--- src/hw/rtl/assert_macros.svh ---
// ----------------------------------------------------------------------------
// Assertion macros
// Shared concurrent assertion forms for the dispatch queue RTL.
// ----------------------------------------------------------------------------
`ifndef ASSERT_MACROS_SVH
`define ASSERT_MACROS_SVH

// Check that an expression holds at every clock edge out of reset
`define ASSERT_ALWAYS(lbl, ck, rn, expr, msg) \
  lbl: assert property (@(posedge ck) disable iff (!(rn)) (expr)) \
    else $error(msg);

// Check that a condition implies a consequence in the same cycle
`define ASSERT_IMPLIES(lbl, ck, rn, pre, post, msg) \
  lbl: assert property (@(posedge ck) disable iff (!(rn)) (pre) |-> (post)) \
    else $error(msg);

`endif

--- src/hw/rtl/tedq_pkg.sv ---
// ----------------------------------------------------------------------------
// tedq_pkg
// Types, constants and helpers shared by the timed event dispatch queue.
// ----------------------------------------------------------------------------
package tedq_pkg;

  localparam int POOL_ENTRIES = 32;
  localparam int TIME_BITS    = 24;
  localparam int IDX_W        = $clog2(POOL_ENTRIES);
  localparam int HANDLE_W     = 16;
  localparam int FUNC_W       = 2;
  localparam int STATUS_W     = 3;
  localparam int DELAY_W      = 8;

  localparam logic [DELAY_W-1:0]   DELAY_RESET = DELAY_W'(3);
  // Half the time span minus one: the wraparound "later" window
  localparam logic [TIME_BITS-1:0] HALF_SPAN   = {1'b0, {(TIME_BITS-1){1'b1}}};

  typedef enum logic [FUNC_W-1:0] {
    FN_TIMED = 2'd0,
    FN_IDLE  = 2'd1,
    FN_TAKE  = 2'd2,
    FN_NOP   = 2'd3
  } func_t;

  typedef enum logic [STATUS_W-1:0] {
    STS_INSERTED = 3'd0,
    STS_DROPPED  = 3'd1,
    STS_TIMED    = 3'd2,
    STS_IDLE     = 3'd3,
    STS_NONE     = 3'd4
  } status_t;

  typedef enum logic [3:0] {
    CS_IDLE,
    CS_DISPATCH,
    CS_POP_FREE,
    CS_WALK_LINK,
    CS_WALK_CMP,
    CS_WALK_FIX,
    CS_TAKE,
    CS_TAKE_IDLE,
    CS_CMP_RD,
    CS_DONE
  } state_t;

  // Datapath commands, one per cycle
  typedef enum logic [4:0] {
    OP_NONE,
    OP_LOAD,
    OP_DROP,
    OP_ALLOC,
    OP_IDLE_PUSH,
    OP_TIMED_FIRST,
    OP_TIMED_HEAD,
    OP_WALK_START,
    OP_APPEND_BEFORE,
    OP_WALK_FIRST,
    OP_WALK_ADV,
    OP_APPEND_CUR,
    OP_LINK_E,
    OP_FIX,
    OP_TAKE_RD,
    OP_TAKE_TIMED,
    OP_TAKE_IDLE_RD,
    OP_TAKE_IDLE,
    OP_CMP_RD,
    OP_PUBLISH
  } dp_op_t;

  // Datapath status toward the controller
  typedef struct packed {
    func_t func;
    logic  free_ne;
    logic  timed_ne;
    logic  idle_ne;
    logic  before_is_tail;
    logic  cur_is_tail;
    logic  due_after_ts;
    logic  due_reached;
    logic  out_free;
  } dp_stat_t;

  // a is later than or equal to b under wraparound
  function automatic logic is_latter(input logic [TIME_BITS-1:0] a,
                                     input logic [TIME_BITS-1:0] b);
    logic [TIME_BITS-1:0] diff;
    diff = a - b;
    return diff < HALF_SPAN;
  endfunction

  // Link value of an entry after reset: next index, last wraps to zero
  function automatic logic [IDX_W-1:0] link_reset(input logic [IDX_W-1:0] idx);
    logic [IDX_W-1:0] res;
    if (idx == IDX_W'(POOL_ENTRIES - 1)) begin
      res = '0;
    end else begin
      res = idx + 1'b1;
    end
    return res;
  endfunction

endpackage

--- src/hw/rtl/tedq_ram.sv ---
// ----------------------------------------------------------------------------
// tedq_ram
// Generic single write port, single read port RAM with registered read.
// ----------------------------------------------------------------------------
module tedq_ram #(
  parameter int WIDTH = 8,
  parameter int DEPTH = 32
) (
  input  logic                     clk,
  input  logic                     we,
  input  logic [$clog2(DEPTH)-1:0] waddr,
  input  logic [WIDTH-1:0]         wdata,
  input  logic                     re,
  input  logic [$clog2(DEPTH)-1:0] raddr,
  output logic [WIDTH-1:0]         rdata
);

  logic [WIDTH-1:0] mem_r [DEPTH];
  logic [WIDTH-1:0] rdata_r;

  // Write, and read old data on an address collision
  always_ff @(posedge clk) begin
    if (we) begin
      mem_r[waddr] <= wdata;
    end
    if (re) begin
      rdata_r <= mem_r[raddr];
    end
  end

  assign rdata = rdata_r;

endmodule

--- src/hw/rtl/tedq_ctrl.sv ---
// ----------------------------------------------------------------------------
// tedq_ctrl
// Controller state machine: sequences one transaction through the datapath.
// ----------------------------------------------------------------------------
`include "assert_macros.svh"

module tedq_ctrl
  import tedq_pkg::*;
(
  input  logic     clk,
  input  logic     rst_n,
  input  logic     in_valid,
  output logic     in_stall,
  input  dp_stat_t stat,
  output dp_op_t   op
);

  state_t state_r;
  state_t state_nxt;

  // Advance state
  always_ff @(posedge clk) begin
    if (!rst_n) begin
      state_r <= CS_IDLE;
    end else begin
      state_r <= state_nxt;
    end
  end

  // Next state
  always_comb begin
    state_nxt = state_r;
    unique case (state_r)
      CS_IDLE: begin
        if (in_valid) begin
          state_nxt = CS_DISPATCH;
        end
      end
      CS_DISPATCH: begin
        unique case (stat.func) inside
          FN_TIMED, FN_IDLE: begin
            state_nxt = stat.free_ne ? CS_POP_FREE : CS_CMP_RD;
          end
          FN_TAKE: begin
            state_nxt = CS_TAKE;
          end
          default: begin
            state_nxt = CS_CMP_RD;
          end
        endcase
      end
      CS_POP_FREE: begin
        if (stat.func == FN_IDLE || !stat.timed_ne || stat.due_after_ts) begin
          state_nxt = CS_CMP_RD;
        end else begin
          state_nxt = CS_WALK_LINK;
        end
      end
      CS_WALK_LINK: begin
        state_nxt = stat.before_is_tail ? CS_CMP_RD : CS_WALK_CMP;
      end
      CS_WALK_CMP: begin
        if (stat.due_after_ts) begin
          state_nxt = CS_WALK_FIX;
        end else if (stat.cur_is_tail) begin
          state_nxt = CS_CMP_RD;
        end
      end
      CS_WALK_FIX: begin
        state_nxt = CS_CMP_RD;
      end
      CS_TAKE: begin
        if (!(stat.timed_ne && stat.due_reached) && stat.idle_ne) begin
          state_nxt = CS_TAKE_IDLE;
        end else begin
          state_nxt = CS_CMP_RD;
        end
      end
      CS_TAKE_IDLE: begin
        state_nxt = CS_CMP_RD;
      end
      CS_CMP_RD: begin
        state_nxt = CS_DONE;
      end
      CS_DONE: begin
        if (stat.out_free) begin
          state_nxt = CS_IDLE;
        end
      end
      default: begin
        state_nxt = CS_IDLE;
      end
    endcase
  end

  // Datapath commands
  always_comb begin
    op = OP_NONE;
    unique case (state_r)
      CS_IDLE: begin
        if (in_valid) begin
          op = OP_LOAD;
        end
      end
      CS_DISPATCH: begin
        unique case (stat.func) inside
          FN_TIMED, FN_IDLE: begin
            op = stat.free_ne ? OP_ALLOC : OP_DROP;
          end
          FN_TAKE: begin
            op = OP_TAKE_RD;
          end
          default: begin
            op = OP_NONE;
          end
        endcase
      end
      CS_POP_FREE: begin
        if (stat.func == FN_IDLE) begin
          op = OP_IDLE_PUSH;
        end else if (!stat.timed_ne) begin
          op = OP_TIMED_FIRST;
        end else if (stat.due_after_ts) begin
          op = OP_TIMED_HEAD;
        end else begin
          op = OP_WALK_START;
        end
      end
      CS_WALK_LINK: begin
        op = stat.before_is_tail ? OP_APPEND_BEFORE : OP_WALK_FIRST;
      end
      CS_WALK_CMP: begin
        if (stat.due_after_ts) begin
          op = OP_LINK_E;
        end else if (stat.cur_is_tail) begin
          op = OP_APPEND_CUR;
        end else begin
          op = OP_WALK_ADV;
        end
      end
      CS_WALK_FIX: begin
        op = OP_FIX;
      end
      CS_TAKE: begin
        if (stat.timed_ne && stat.due_reached) begin
          op = OP_TAKE_TIMED;
        end else if (stat.idle_ne) begin
          op = OP_TAKE_IDLE_RD;
        end
      end
      CS_TAKE_IDLE: begin
        op = OP_TAKE_IDLE;
      end
      CS_CMP_RD: begin
        op = OP_CMP_RD;
      end
      CS_DONE: begin
        if (stat.out_free) begin
          op = OP_PUBLISH;
        end
      end
      default: begin
        op = OP_NONE;
      end
    endcase
  end

  assign in_stall = (state_r != CS_IDLE);

  // The walk only runs over a nonempty timed queue
  `ASSERT_IMPLIES(a_walk_nonempty, clk, rst_n, state_r == CS_WALK_CMP, stat.timed_ne,
                  "sorted walk with empty timed queue")

endmodule

--- src/hw/rtl/tedq_dp.sv ---
// ----------------------------------------------------------------------------
// tedq_dp
// Datapath: entry memories, queue pointers, walk cursor and result register.
// ----------------------------------------------------------------------------
`include "assert_macros.svh"

module tedq_dp
  import tedq_pkg::*;
(
  input  logic                  clk,
  input  logic                  rst_n,
  input  dp_op_t                op,
  output dp_stat_t              stat,
  input  logic [FUNC_W-1:0]     in_func,
  input  logic [HANDLE_W-1:0]   in_handle,
  input  logic [TIME_BITS-1:0]  in_timestamp,
  input  logic [TIME_BITS-1:0]  in_now,
  input  logic                  cfg_wr_en,
  input  logic [DELAY_W-1:0]    cfg_wr_data,
  output logic                  out_valid,
  input  logic                  out_stall,
  output logic [STATUS_W-1:0]   out_status,
  output logic [HANDLE_W-1:0]   out_job_handle,
  output logic [TIME_BITS-1:0]  out_compare_value
);

  // Latched transaction
  func_t                 func_r;
  logic [HANDLE_W-1:0]   handle_r;
  logic [TIME_BITS-1:0]  ts_r;
  logic [TIME_BITS-1:0]  now_r;
  logic [DELAY_W-1:0]    min_delay_r;

  // Queue pointers
  logic [IDX_W-1:0] free_head_r, free_tail_r;
  logic             free_ne_r;
  logic [IDX_W-1:0] timed_head_r, timed_tail_r;
  logic             timed_ne_r;
  logic [IDX_W-1:0] idle_head_r, idle_tail_r;
  logic             idle_ne_r;

  // Work registers
  logic [IDX_W-1:0]    e_r;
  logic [IDX_W-1:0]    before_r;
  logic [IDX_W-1:0]    cur_r;
  status_t             status_r;
  logic [HANDLE_W-1:0] jh_r;

  // Result register
  logic                 out_valid_r;
  status_t              out_status_r;
  logic [HANDLE_W-1:0]  out_jh_r;
  logic [TIME_BITS-1:0] out_cmp_r;

  // Link valid bits and read tracking
  logic [POOL_ENTRIES-1:0] lvalid_r;
  logic [IDX_W-1:0]        lrd_addr_r;
  logic                    lrd_valid_r;

  // Memory ports
  logic                 hnd_we, hnd_re;
  logic [IDX_W-1:0]     hnd_raddr;
  logic [HANDLE_W-1:0]  hnd_q;
  logic                 due_we, due_re;
  logic [IDX_W-1:0]     due_raddr;
  logic [TIME_BITS-1:0] due_wdata, due_q;
  logic                 link_we, link_re;
  logic [IDX_W-1:0]     link_waddr, link_wdata, link_raddr, link_q, link_rd;

  logic [TIME_BITS-1:0] near_t;
  logic [TIME_BITS-1:0] cmp_val;
  logic                 out_free;
  logic                 pop_free;

  tedq_ram #(.WIDTH(HANDLE_W), .DEPTH(POOL_ENTRIES)) u_hnd_ram (
    .clk   (clk),
    .we    (hnd_we),
    .waddr (free_head_r),
    .wdata (handle_r),
    .re    (hnd_re),
    .raddr (hnd_raddr),
    .rdata (hnd_q)
  );

  tedq_ram #(.WIDTH(TIME_BITS), .DEPTH(POOL_ENTRIES)) u_due_ram (
    .clk   (clk),
    .we    (due_we),
    .waddr (free_head_r),
    .wdata (due_wdata),
    .re    (due_re),
    .raddr (due_raddr),
    .rdata (due_q)
  );

  tedq_ram #(.WIDTH(IDX_W), .DEPTH(POOL_ENTRIES)) u_link_ram (
    .clk   (clk),
    .we    (link_we),
    .waddr (link_waddr),
    .wdata (link_wdata),
    .re    (link_re),
    .raddr (link_raddr),
    .rdata (link_q)
  );

  // Unwritten links read as their reset chain
  assign link_rd = lrd_valid_r ? link_q : link_reset(lrd_addr_r);

  // Fill entry on allocation
  assign hnd_we    = (op == OP_ALLOC);
  assign due_we    = (op == OP_ALLOC);
  assign due_wdata = (func_r == FN_TIMED) ? ts_r : '0;

  // Decode memory reads and link writes
  always_comb begin
    hnd_re     = 1'b0;
    hnd_raddr  = timed_head_r;
    due_re     = 1'b0;
    due_raddr  = timed_head_r;
    link_re    = 1'b0;
    link_raddr = timed_head_r;
    link_we    = 1'b0;
    link_waddr = e_r;
    link_wdata = e_r;
    unique case (op) inside
      OP_ALLOC: begin
        link_re    = 1'b1;
        link_raddr = free_head_r;
        due_re     = 1'b1;
      end
      OP_TAKE_RD: begin
        link_re = 1'b1;
        due_re  = 1'b1;
        hnd_re  = 1'b1;
      end
      OP_TAKE_IDLE_RD: begin
        link_re    = 1'b1;
        link_raddr = idle_head_r;
        hnd_re     = 1'b1;
        hnd_raddr  = idle_head_r;
      end
      OP_WALK_START: begin
        link_re = 1'b1;
      end
      OP_WALK_FIRST, OP_WALK_ADV: begin
        link_re    = 1'b1;
        link_raddr = link_rd;
        due_re     = 1'b1;
        due_raddr  = link_rd;
      end
      OP_CMP_RD: begin
        due_re = 1'b1;
      end
      OP_IDLE_PUSH: begin
        link_we    = idle_ne_r;
        link_waddr = idle_tail_r;
      end
      OP_TIMED_HEAD: begin
        link_we    = 1'b1;
        link_wdata = timed_head_r;
      end
      OP_APPEND_BEFORE, OP_FIX: begin
        link_we    = 1'b1;
        link_waddr = before_r;
      end
      OP_APPEND_CUR: begin
        link_we    = 1'b1;
        link_waddr = cur_r;
      end
      OP_LINK_E: begin
        link_we    = 1'b1;
        link_wdata = cur_r;
      end
      OP_TAKE_TIMED: begin
        link_we    = free_ne_r;
        link_waddr = free_tail_r;
        link_wdata = timed_head_r;
      end
      OP_TAKE_IDLE: begin
        link_we    = free_ne_r;
        link_waddr = free_tail_r;
        link_wdata = idle_head_r;
      end
      default: begin
      end
    endcase
  end

  assign pop_free = (op == OP_IDLE_PUSH) || (op == OP_TIMED_FIRST) ||
                    (op == OP_TIMED_HEAD) || (op == OP_WALK_START);

  // Compare value from the state after the transaction
  always_comb begin
    near_t = now_r + TIME_BITS'(min_delay_r);
    if (!timed_ne_r) begin
      cmp_val = now_r - 1'b1;
    end else if (is_latter(due_q, near_t)) begin
      cmp_val = due_q;
    end else begin
      cmp_val = near_t;
    end
  end

  assign out_free = !out_valid_r || !out_stall;

  // Control state: queue pointers, link valid bits, register, result valid
  always_ff @(posedge clk) begin
    if (!rst_n) begin
      free_head_r  <= '0;
      free_tail_r  <= IDX_W'(POOL_ENTRIES - 1);
      free_ne_r    <= 1'b1;
      timed_head_r <= '0;
      timed_tail_r <= '0;
      timed_ne_r   <= 1'b0;
      idle_head_r  <= '0;
      idle_tail_r  <= '0;
      idle_ne_r    <= 1'b0;
      lvalid_r     <= '0;
      min_delay_r  <= DELAY_RESET;
      out_valid_r  <= 1'b0;
    end else begin
      if (cfg_wr_en) begin
        min_delay_r <= cfg_wr_data;
      end
      if (link_we) begin
        lvalid_r[link_waddr] <= 1'b1;
      end

      // Pop the free head
      if (pop_free) begin
        if (free_head_r == free_tail_r) begin
          free_ne_r <= 1'b0;
        end else begin
          free_head_r <= link_rd;
        end
      end

      // Return a taken entry to the free tail
      if (op == OP_TAKE_TIMED || op == OP_TAKE_IDLE) begin
        if (free_ne_r) begin
          free_tail_r <= (op == OP_TAKE_TIMED) ? timed_head_r : idle_head_r;
        end else begin
          free_head_r <= (op == OP_TAKE_TIMED) ? timed_head_r : idle_head_r;
          free_tail_r <= (op == OP_TAKE_TIMED) ? timed_head_r : idle_head_r;
          free_ne_r   <= 1'b1;
        end
      end

      // Timed queue updates
      case (op)
        OP_TIMED_FIRST: begin
          timed_head_r <= e_r;
          timed_tail_r <= e_r;
          timed_ne_r   <= 1'b1;
        end
        OP_TIMED_HEAD: begin
          timed_head_r <= e_r;
        end
        OP_APPEND_BEFORE, OP_APPEND_CUR: begin
          timed_tail_r <= e_r;
        end
        OP_TAKE_TIMED: begin
          if (timed_head_r == timed_tail_r) begin
            timed_ne_r <= 1'b0;
          end else begin
            timed_head_r <= link_rd;
          end
        end
        default: begin
        end
      endcase

      // Idle queue updates
      if (op == OP_IDLE_PUSH) begin
        if (idle_ne_r) begin
          idle_tail_r <= e_r;
        end else begin
          idle_head_r <= e_r;
          idle_tail_r <= e_r;
          idle_ne_r   <= 1'b1;
        end
      end else if (op == OP_TAKE_IDLE) begin
        if (idle_head_r == idle_tail_r) begin
          idle_ne_r <= 1'b0;
        end else begin
          idle_head_r <= link_rd;
        end
      end

      // Hold result until taken
      if (op == OP_PUBLISH) begin
        out_valid_r <= 1'b1;
      end else if (out_valid_r && !out_stall) begin
        out_valid_r <= 1'b0;
      end
    end
  end

  // Payload: latched fields, cursor, result
  always_ff @(posedge clk) begin
    if (link_re) begin
      lrd_addr_r  <= link_raddr;
      lrd_valid_r <= lvalid_r[link_raddr];
    end
    case (op)
      OP_LOAD: begin
        func_r   <= func_t'(in_func);
        handle_r <= in_handle;
        ts_r     <= in_timestamp;
        now_r    <= in_now;
        status_r <= STS_NONE;
        jh_r     <= '0;
      end
      OP_DROP: begin
        status_r <= STS_DROPPED;
      end
      OP_ALLOC: begin
        e_r      <= free_head_r;
        status_r <= STS_INSERTED;
      end
      OP_WALK_START: begin
        before_r <= timed_head_r;
      end
      OP_WALK_FIRST: begin
        cur_r <= link_rd;
      end
      OP_WALK_ADV: begin
        before_r <= cur_r;
        cur_r    <= link_rd;
      end
      OP_TAKE_TIMED: begin
        jh_r     <= hnd_q;
        status_r <= STS_TIMED;
      end
      OP_TAKE_IDLE: begin
        jh_r     <= hnd_q;
        status_r <= STS_IDLE;
      end
      OP_PUBLISH: begin
        out_status_r <= status_r;
        out_jh_r     <= jh_r;
        out_cmp_r    <= cmp_val;
      end
      default: begin
      end
    endcase
  end

  // Status toward the controller
  always_comb begin
    stat.func           = func_r;
    stat.free_ne        = free_ne_r;
    stat.timed_ne       = timed_ne_r;
    stat.idle_ne        = idle_ne_r;
    stat.before_is_tail = (before_r == timed_tail_r);
    stat.cur_is_tail    = (cur_r == timed_tail_r);
    stat.due_after_ts   = is_latter(due_q, ts_r);
    stat.due_reached    = is_latter(now_r, due_q);
    stat.out_free       = out_free;
  end

  assign out_valid         = out_valid_r;
  assign out_status        = out_status_r;
  assign out_job_handle    = out_jh_r;
  assign out_compare_value = out_cmp_r;

  // Entries never vanish: an empty pool means some queue holds them
  `ASSERT_ALWAYS(a_pool_not_lost, clk, rst_n, free_ne_r || timed_ne_r || idle_ne_r,
                 "all three lists empty")

  // Never overwrite a result that is still stalled
  `ASSERT_IMPLIES(a_publish_free, clk, rst_n, op == OP_PUBLISH,
                  !out_valid_r || !out_stall, "result overwritten while stalled")

endmodule

--- src/hw/rtl/timed_event_dispatch_queue.sv ---
// ----------------------------------------------------------------------------
// timed_event_dispatch_queue
// Event scheduler with a shared entry pool, a sorted timed queue and an idle
// FIFO, returning one result with the next wake-up compare value per request.
// ----------------------------------------------------------------------------
// One transaction is taken at a time. Each passes through DISPATCH, the
// states of its kind, CMP_RD and DONE, which publishes the result. A
// dropped insert or an unused code adds no state, an idle insert adds
// POP_FREE, a take adds TAKE, and a take that hands out an idle job also
// TAKE_IDLE. A timed insert adds POP_FREE and, unless the timed queue is
// empty or it goes before the head, WALK_LINK, WALK_CMP per entry it
// compares and WALK_FIX when it links in mid-queue. The sorted walk steps
// the link and due-time memories one entry per cycle. A new transaction
// can be accepted in the same cycle that the result is presented. The
// result sits in an output register, so a new transaction is accepted
// while the previous result is still stalled; a second one waits until
// that result is taken. min_delay may be written whenever no transaction
// is in flight; it resets to 3. No clearing pass runs after reset.
module timed_event_dispatch_queue
  import tedq_pkg::*;
(
  input  logic                  clk,
  input  logic                  rst_n,
  input  logic                  in_valid,
  output logic                  in_stall,
  input  logic [FUNC_W-1:0]     in_func,
  input  logic [HANDLE_W-1:0]   in_handle,
  input  logic [TIME_BITS-1:0]  in_timestamp,
  input  logic [TIME_BITS-1:0]  in_now,
  output logic                  out_valid,
  input  logic                  out_stall,
  output logic [STATUS_W-1:0]   out_status,
  output logic [HANDLE_W-1:0]   out_job_handle,
  output logic [TIME_BITS-1:0]  out_compare_value,
  input  logic                  cfg_wr_en,
  input  logic [DELAY_W-1:0]    cfg_wr_data
);

  dp_op_t   op;
  dp_stat_t stat;

  // Sequence each transaction
  tedq_ctrl u_ctrl (
    .clk      (clk),
    .rst_n    (rst_n),
    .in_valid (in_valid),
    .in_stall (in_stall),
    .stat     (stat),
    .op       (op)
  );

  // Hold queues, entries and result
  tedq_dp u_dp (
    .clk               (clk),
    .rst_n             (rst_n),
    .op                (op),
    .stat              (stat),
    .in_func           (in_func),
    .in_handle         (in_handle),
    .in_timestamp      (in_timestamp),
    .in_now            (in_now),
    .cfg_wr_en         (cfg_wr_en),
    .cfg_wr_data       (cfg_wr_data),
    .out_valid         (out_valid),
    .out_stall         (out_stall),
    .out_status        (out_status),
    .out_job_handle    (out_job_handle),
    .out_compare_value (out_compare_value)
  );

endmodule
--- config.mk ---
export PLATFORM = sky130hd
export DESIGN_NAME = timed_event_dispatch_queue
export DESIGN_NICKNAME = d
export VERILOG_FILES = /design/src/hw/rtl/tedq_pkg.sv /design/src/hw/rtl/tedq_ram.sv /design/src/hw/rtl/tedq_ctrl.sv /design/src/hw/rtl/tedq_dp.sv /design/src/hw/rtl/timed_event_dispatch_queue.sv
export VERILOG_INCLUDE_DIRS = /design/src /design/src/hw/rtl
export SDC_FILE = /design/constraint.sdc
export NUM_CORES = 2
export LEC_CHECK = 0
export BUFFER_PORTS_ARGS = -buffer_cell sky130_fd_sc_hd__buf_2
export CAP_MARGIN = 20
export CORE_MARGIN = 4
export CORE_UTILIZATION = 30
export DETAILED_ROUTE_END_ITERATION = 10
export REMOVE_ABC_BUFFERS = 1
export SYNTH_ARGS = -nofsm -noshare
export SYNTH_HDL_FRONTEND = slang
export SYNTH_SLANG_ARGS = --single-unit
--- constraint.sdc ---
create_clock -name clk -period 6.06 [get_ports clk]
set_input_delay 0.909 -clock clk [delete_from_list [all_inputs] [get_ports clk]]
set_output_delay 0.909 -clock clk [all_outputs]
set_load 0.02 [all_outputs]
==> summary.txt <==
Outcome
  – Status: complete, no violations

Timing
  – Final WS setup: 0.05102 ns
  – Achievable frequency: 166.4 MHz
  – Final TNS setup: 0 ns
  – Worst slew margin: between 20% and 30%
  – Period utilisation layout: 99.16%
  – Fin. Hold Viols: 0
  – Clock Skew: slightly below 0.06 ns
  – Count of final setup violators: 0
  – Final number of max-transition violations: 0
  – Slew of the pin with the lowest slew margin: 1.191 ns
  – RSZ-0062 raised after global routing: yes
  – Minimum clock period after layout: around 6.0 ns

Synth
  – Asr flop ratio synth: 0%
  – Synth Register Bits: 1712
  – Syn Inst Count: 5725
  – YS warnings: 0
  – Mean post-synth cell area: approximately 13 sq um
  – Synth Flop Type: edfxtp_1
  – Sequential area share after synthesis: 69.39%
  – Yosys cell types: 86
  – EDFF count, synth: between 1500 and 2000
  – Synthesized area: about 73000 sq um

Power
  – P per Cell Area: 429.5 nW/um^2
  – Leak pwr: approximately 31 nW
  – Worst VDD drop: ~0.33 mV

Cells and area
  – Nets: around 6600
  – Post-Layout Cell Count: around 9700
  – Share of cells above drive strength 1: between 20% and 30%
  – Most common cell after layout, fill and taps aside: edfxtp_1
  – Commonest cells after routing, fill and taps aside: 1634 x edfxtp_1, 1289 x nand2_1, 579 x buf_4
  – Design area: 90530 sq um
  – Area Growth Syn to Fin: 24.08%

Route
  – 1st-pass router iterations: 7
  – DR WL/cell: ~24 um
  – DRT iter0 DRCs: between 5000 and 6000
  – Routed WL: 233700 um
  – Antenna Violating Nets Remaining: 0
  – Vias per cell: about 5.3
  – Via count: roughly 51000
  – Drt drc: 0

Setup path
  – CP Class: flop to flop
  – FF-to-FF Start: u_dp.u_due_ram.rdata[17]
  – Worst R2R End: u_dp.u_due_ram.rdata[12]
  – FF-to-FF path depth: 24
  – Worst Setup SP: u_dp.u_due_ram.rdata[17]
  – R2R setup slack: 0.05 ns
  – CP Data Required Time: between 6 and 7 ns
  – CP arrival: between 6 and 7 ns
  – Worst Setup Start Kind: flop
  – Worst setup EP type: flop
  – Crit-path max FO: 8
  – Worst setup path end: u_dp.u_due_ram.rdata[12]

Floorplan
  – Die Y-Extent: about 500 um
  – I/O pin cnt: around 120
  – Site Rows: 180
  – Starting Density: a little under a third
  – Die area: between 200000 and 300000 sq um
  – Die width: 501.2 um
  – Core footprint: roughly 240000 sq um

Clocking
  – CTS Buf Count: about 180
  – Clock tree root driver cell: clkbuf_16
  – CTS Sinks: ~1700
  – Worst-skew pair later-pin latency: around 0.85 ns
  – Clk buf depth: 3
  – Total number of H-tree levels: 4
  – Clock transition at the registers of the reported paths: 0.07 ns
  – TritonCTS clock tree: done

Place
  – Placed cell area: ~83000 sq um
  – Hpwl dp: between 100000 and 150000 um
  – Port bufs: 123
  – RePlAce Congestion: 0.9024
  – Pre-CTS WS: -1.013 ns
  – Dpl cells: about 9400

GRT
  – Largest net degree at the start of global routing: just under 70
  – Vias in the first global route: between 40000 and 50000
  – Initial antenna violation count: 11
  – Global Route Usage Sum: ~18%
  – Overflow after GRT: 0
  – First-pass GRT wire length: about 340000 um

Worst hold path
  – Worst hold path class: input port to flop

Flow run
  – Max Cap Violations: 0
-- sequential cells by signal, indices dropped and copies added (netlist names), 8 cells and up --
register,cells
u_dp.u_hnd_ram.mem_r,512
u_dp.ts_r,24
u_dp.now_r,24
u_dp.out_job_handle,16
u_dp.u_due_ram.rdata,24
u_dp.lvalid_r,32
u_dp.out_compare_value,24
u_dp.jh_r,16
u_dp.handle_r,16
u_dp.u_hnd_ram.rdata,16
u_dp.min_delay_r,8
u_dp.u_link_ram.mem_r,160
u_dp.u_due_ram.mem_r,768
-- synthesized netlist by cell type (32+ instances only) --
master / instances / area [sq um]
edfxtp_1: 1634 / 49070
nand2_1: 1296 / 4865
nand3_1: 384 / 1922
clkbuf_1: 236 / 885.9
nor2_1: 228 / 855.8
a31oi_1: 174 / 1089
mux2i_1: 159 / 1592
a21oi_1: 116 / 580.6
a32oi_1: 102 / 893.4
inv_1: 102 / 382.9
and3_1: 86 / 538.0
ha_1: 80 / 1001
a311oi_1: 79 / 691.9
dfxtp_1: 78 / 1562
nor3_1: 76 / 380.4
nor4_1: 72 / 450.4
buf_2: 71 / 355.3
o21ai_0: 64 / 320.3
xnor2_1: 53 / 464.2
a22o_1: 40 / 350.3
o21a_1: 40 / 300.3
xor2_1: 39 / 341.6
and2_1: 38 / 237.7
buf_1: 32 / 120.1
-- metal layers --
metal | share of wire (%) | routed length [um] | global-route usage, % | vias up
met5 | 0.019 | 44 | 0 | -
met4 | 3.6 | 8319 | 6.295 | 8
met3 | 8.1 | 18860 | 3.123 | 461
met2 | 46 | 107200 | 28.43 | 2309
met1 | 42 | 99210 | 24.76 | 25600
li1 | - | - | - | 22910
-- per-stage QoR --
| stage | power, mW | hold WS [ns] | utilization (%) |
|---|---|---|---|
| 2_1_floorplan | 21.75 | 0.4003 | - |
| 3_3_place_gp | 27.15 | 0.4073 | 34.49 |
| 3_5_place_dp | 27.23 | 0.4057 | 34.50 |
| 4_1_cts | 38.32 | 0.1643 | 37.10 |
| 5_1_grt | 40.60 | 0.1923 | 37.53 |
| 6_report | 38.88 | 0.2342 | 37.53 |
-- worst min-delay path by stage --
| stage | slack (ns) | startpoint | end | cells after the start |
|---|---|---|---|---|
| after floorplan | 0.40 | u_dp.jh_r[0] | u_dp.out_job_handle[0] | 0 |
| after global placement | 0.41 | u_dp.jh_r[3] | u_dp.out_job_handle[3] | 0 |
| after detailed placement | 0.41 | u_dp.jh_r[1] | u_dp.out_job_handle[1] | 0 |
| after CTS | 0.16 | in_timestamp[16] | u_dp.ts_r[16] | 1 |
| after global routing | 0.19 | in_timestamp[16] | u_dp.ts_r[16] | 1 |
| final | 0.23 | in_timestamp[16] | u_dp.ts_r[16] | 1 |
-- area by class of cell --
cell class / count / area (sq um)
clock buffer: 212 / 4642
clock inverter: 104 / 1125
multi-input combinational: 3556 / 21790
sequential: 1712 / 50630
timing repair buffer: 852 / 7944
tap: 3185 / 3985
inverter: 107 / 411.6
antenna: 3 / 7.507
fill: 22690 / 150700
-- report_power, final --
part / switching, mW / internal [mW] / total, mW
Combinational: 7.60 / 5.39 / 13.0
Clock: 4.78 / 6.08 / 10.9
Sequential: 0.690 / 14.3 / 15.0
-- repair_timing --
item,in CTS,in global routing
resized for setup,35,150
hold buffers,0,0
pin swaps,9,73
gates cloned,6,7
buffers inserted,13,34
setup endpoints to repair,211,251
-- worst max-delay path, cell delays in order, from the launching register on --
cell,delay (ns)
edfxtp_1,0.56
buf_4,0.24
ha_1,0.34
nand2_1,0.21
nor3_1,0.13
a2111o_1,0.41
nor4_1,0.28
nand4_1,0.19
nor4_4,0.24
buf_4,0.18
o2111ai_2,0.11
buf_4,0.17
o21a_1,0.19
or4_4,0.52
a21oi_4,0.20
buf_12,0.14
buf_8,0.10
mux2i_4,0.23
buf_12,0.17
buf_6,0.12
buf_16,0.13
nand2_1,0.07
a32oi_2,0.22
a31oi_4,0.12
nor4_4,0.46
-- kinds of logic (layout without fill, tap and decap cells) --
kind of cell               after synthesis  in the layout  synth area share, %
muxes                                  190            191                2.660
and+or+nand+nor                       2321           2321                14.13
buffers and inverters                  458           1275                2.560
adders and majority gates               84             84                1.482
other                                    0              3                    0
xor gates and xnor gates                92             92                1.104
DFF                                   1712           1712                69.39
AOI/OAI and AO/OA                      868            868                8.677
Power figures use the tool's default switching activity.
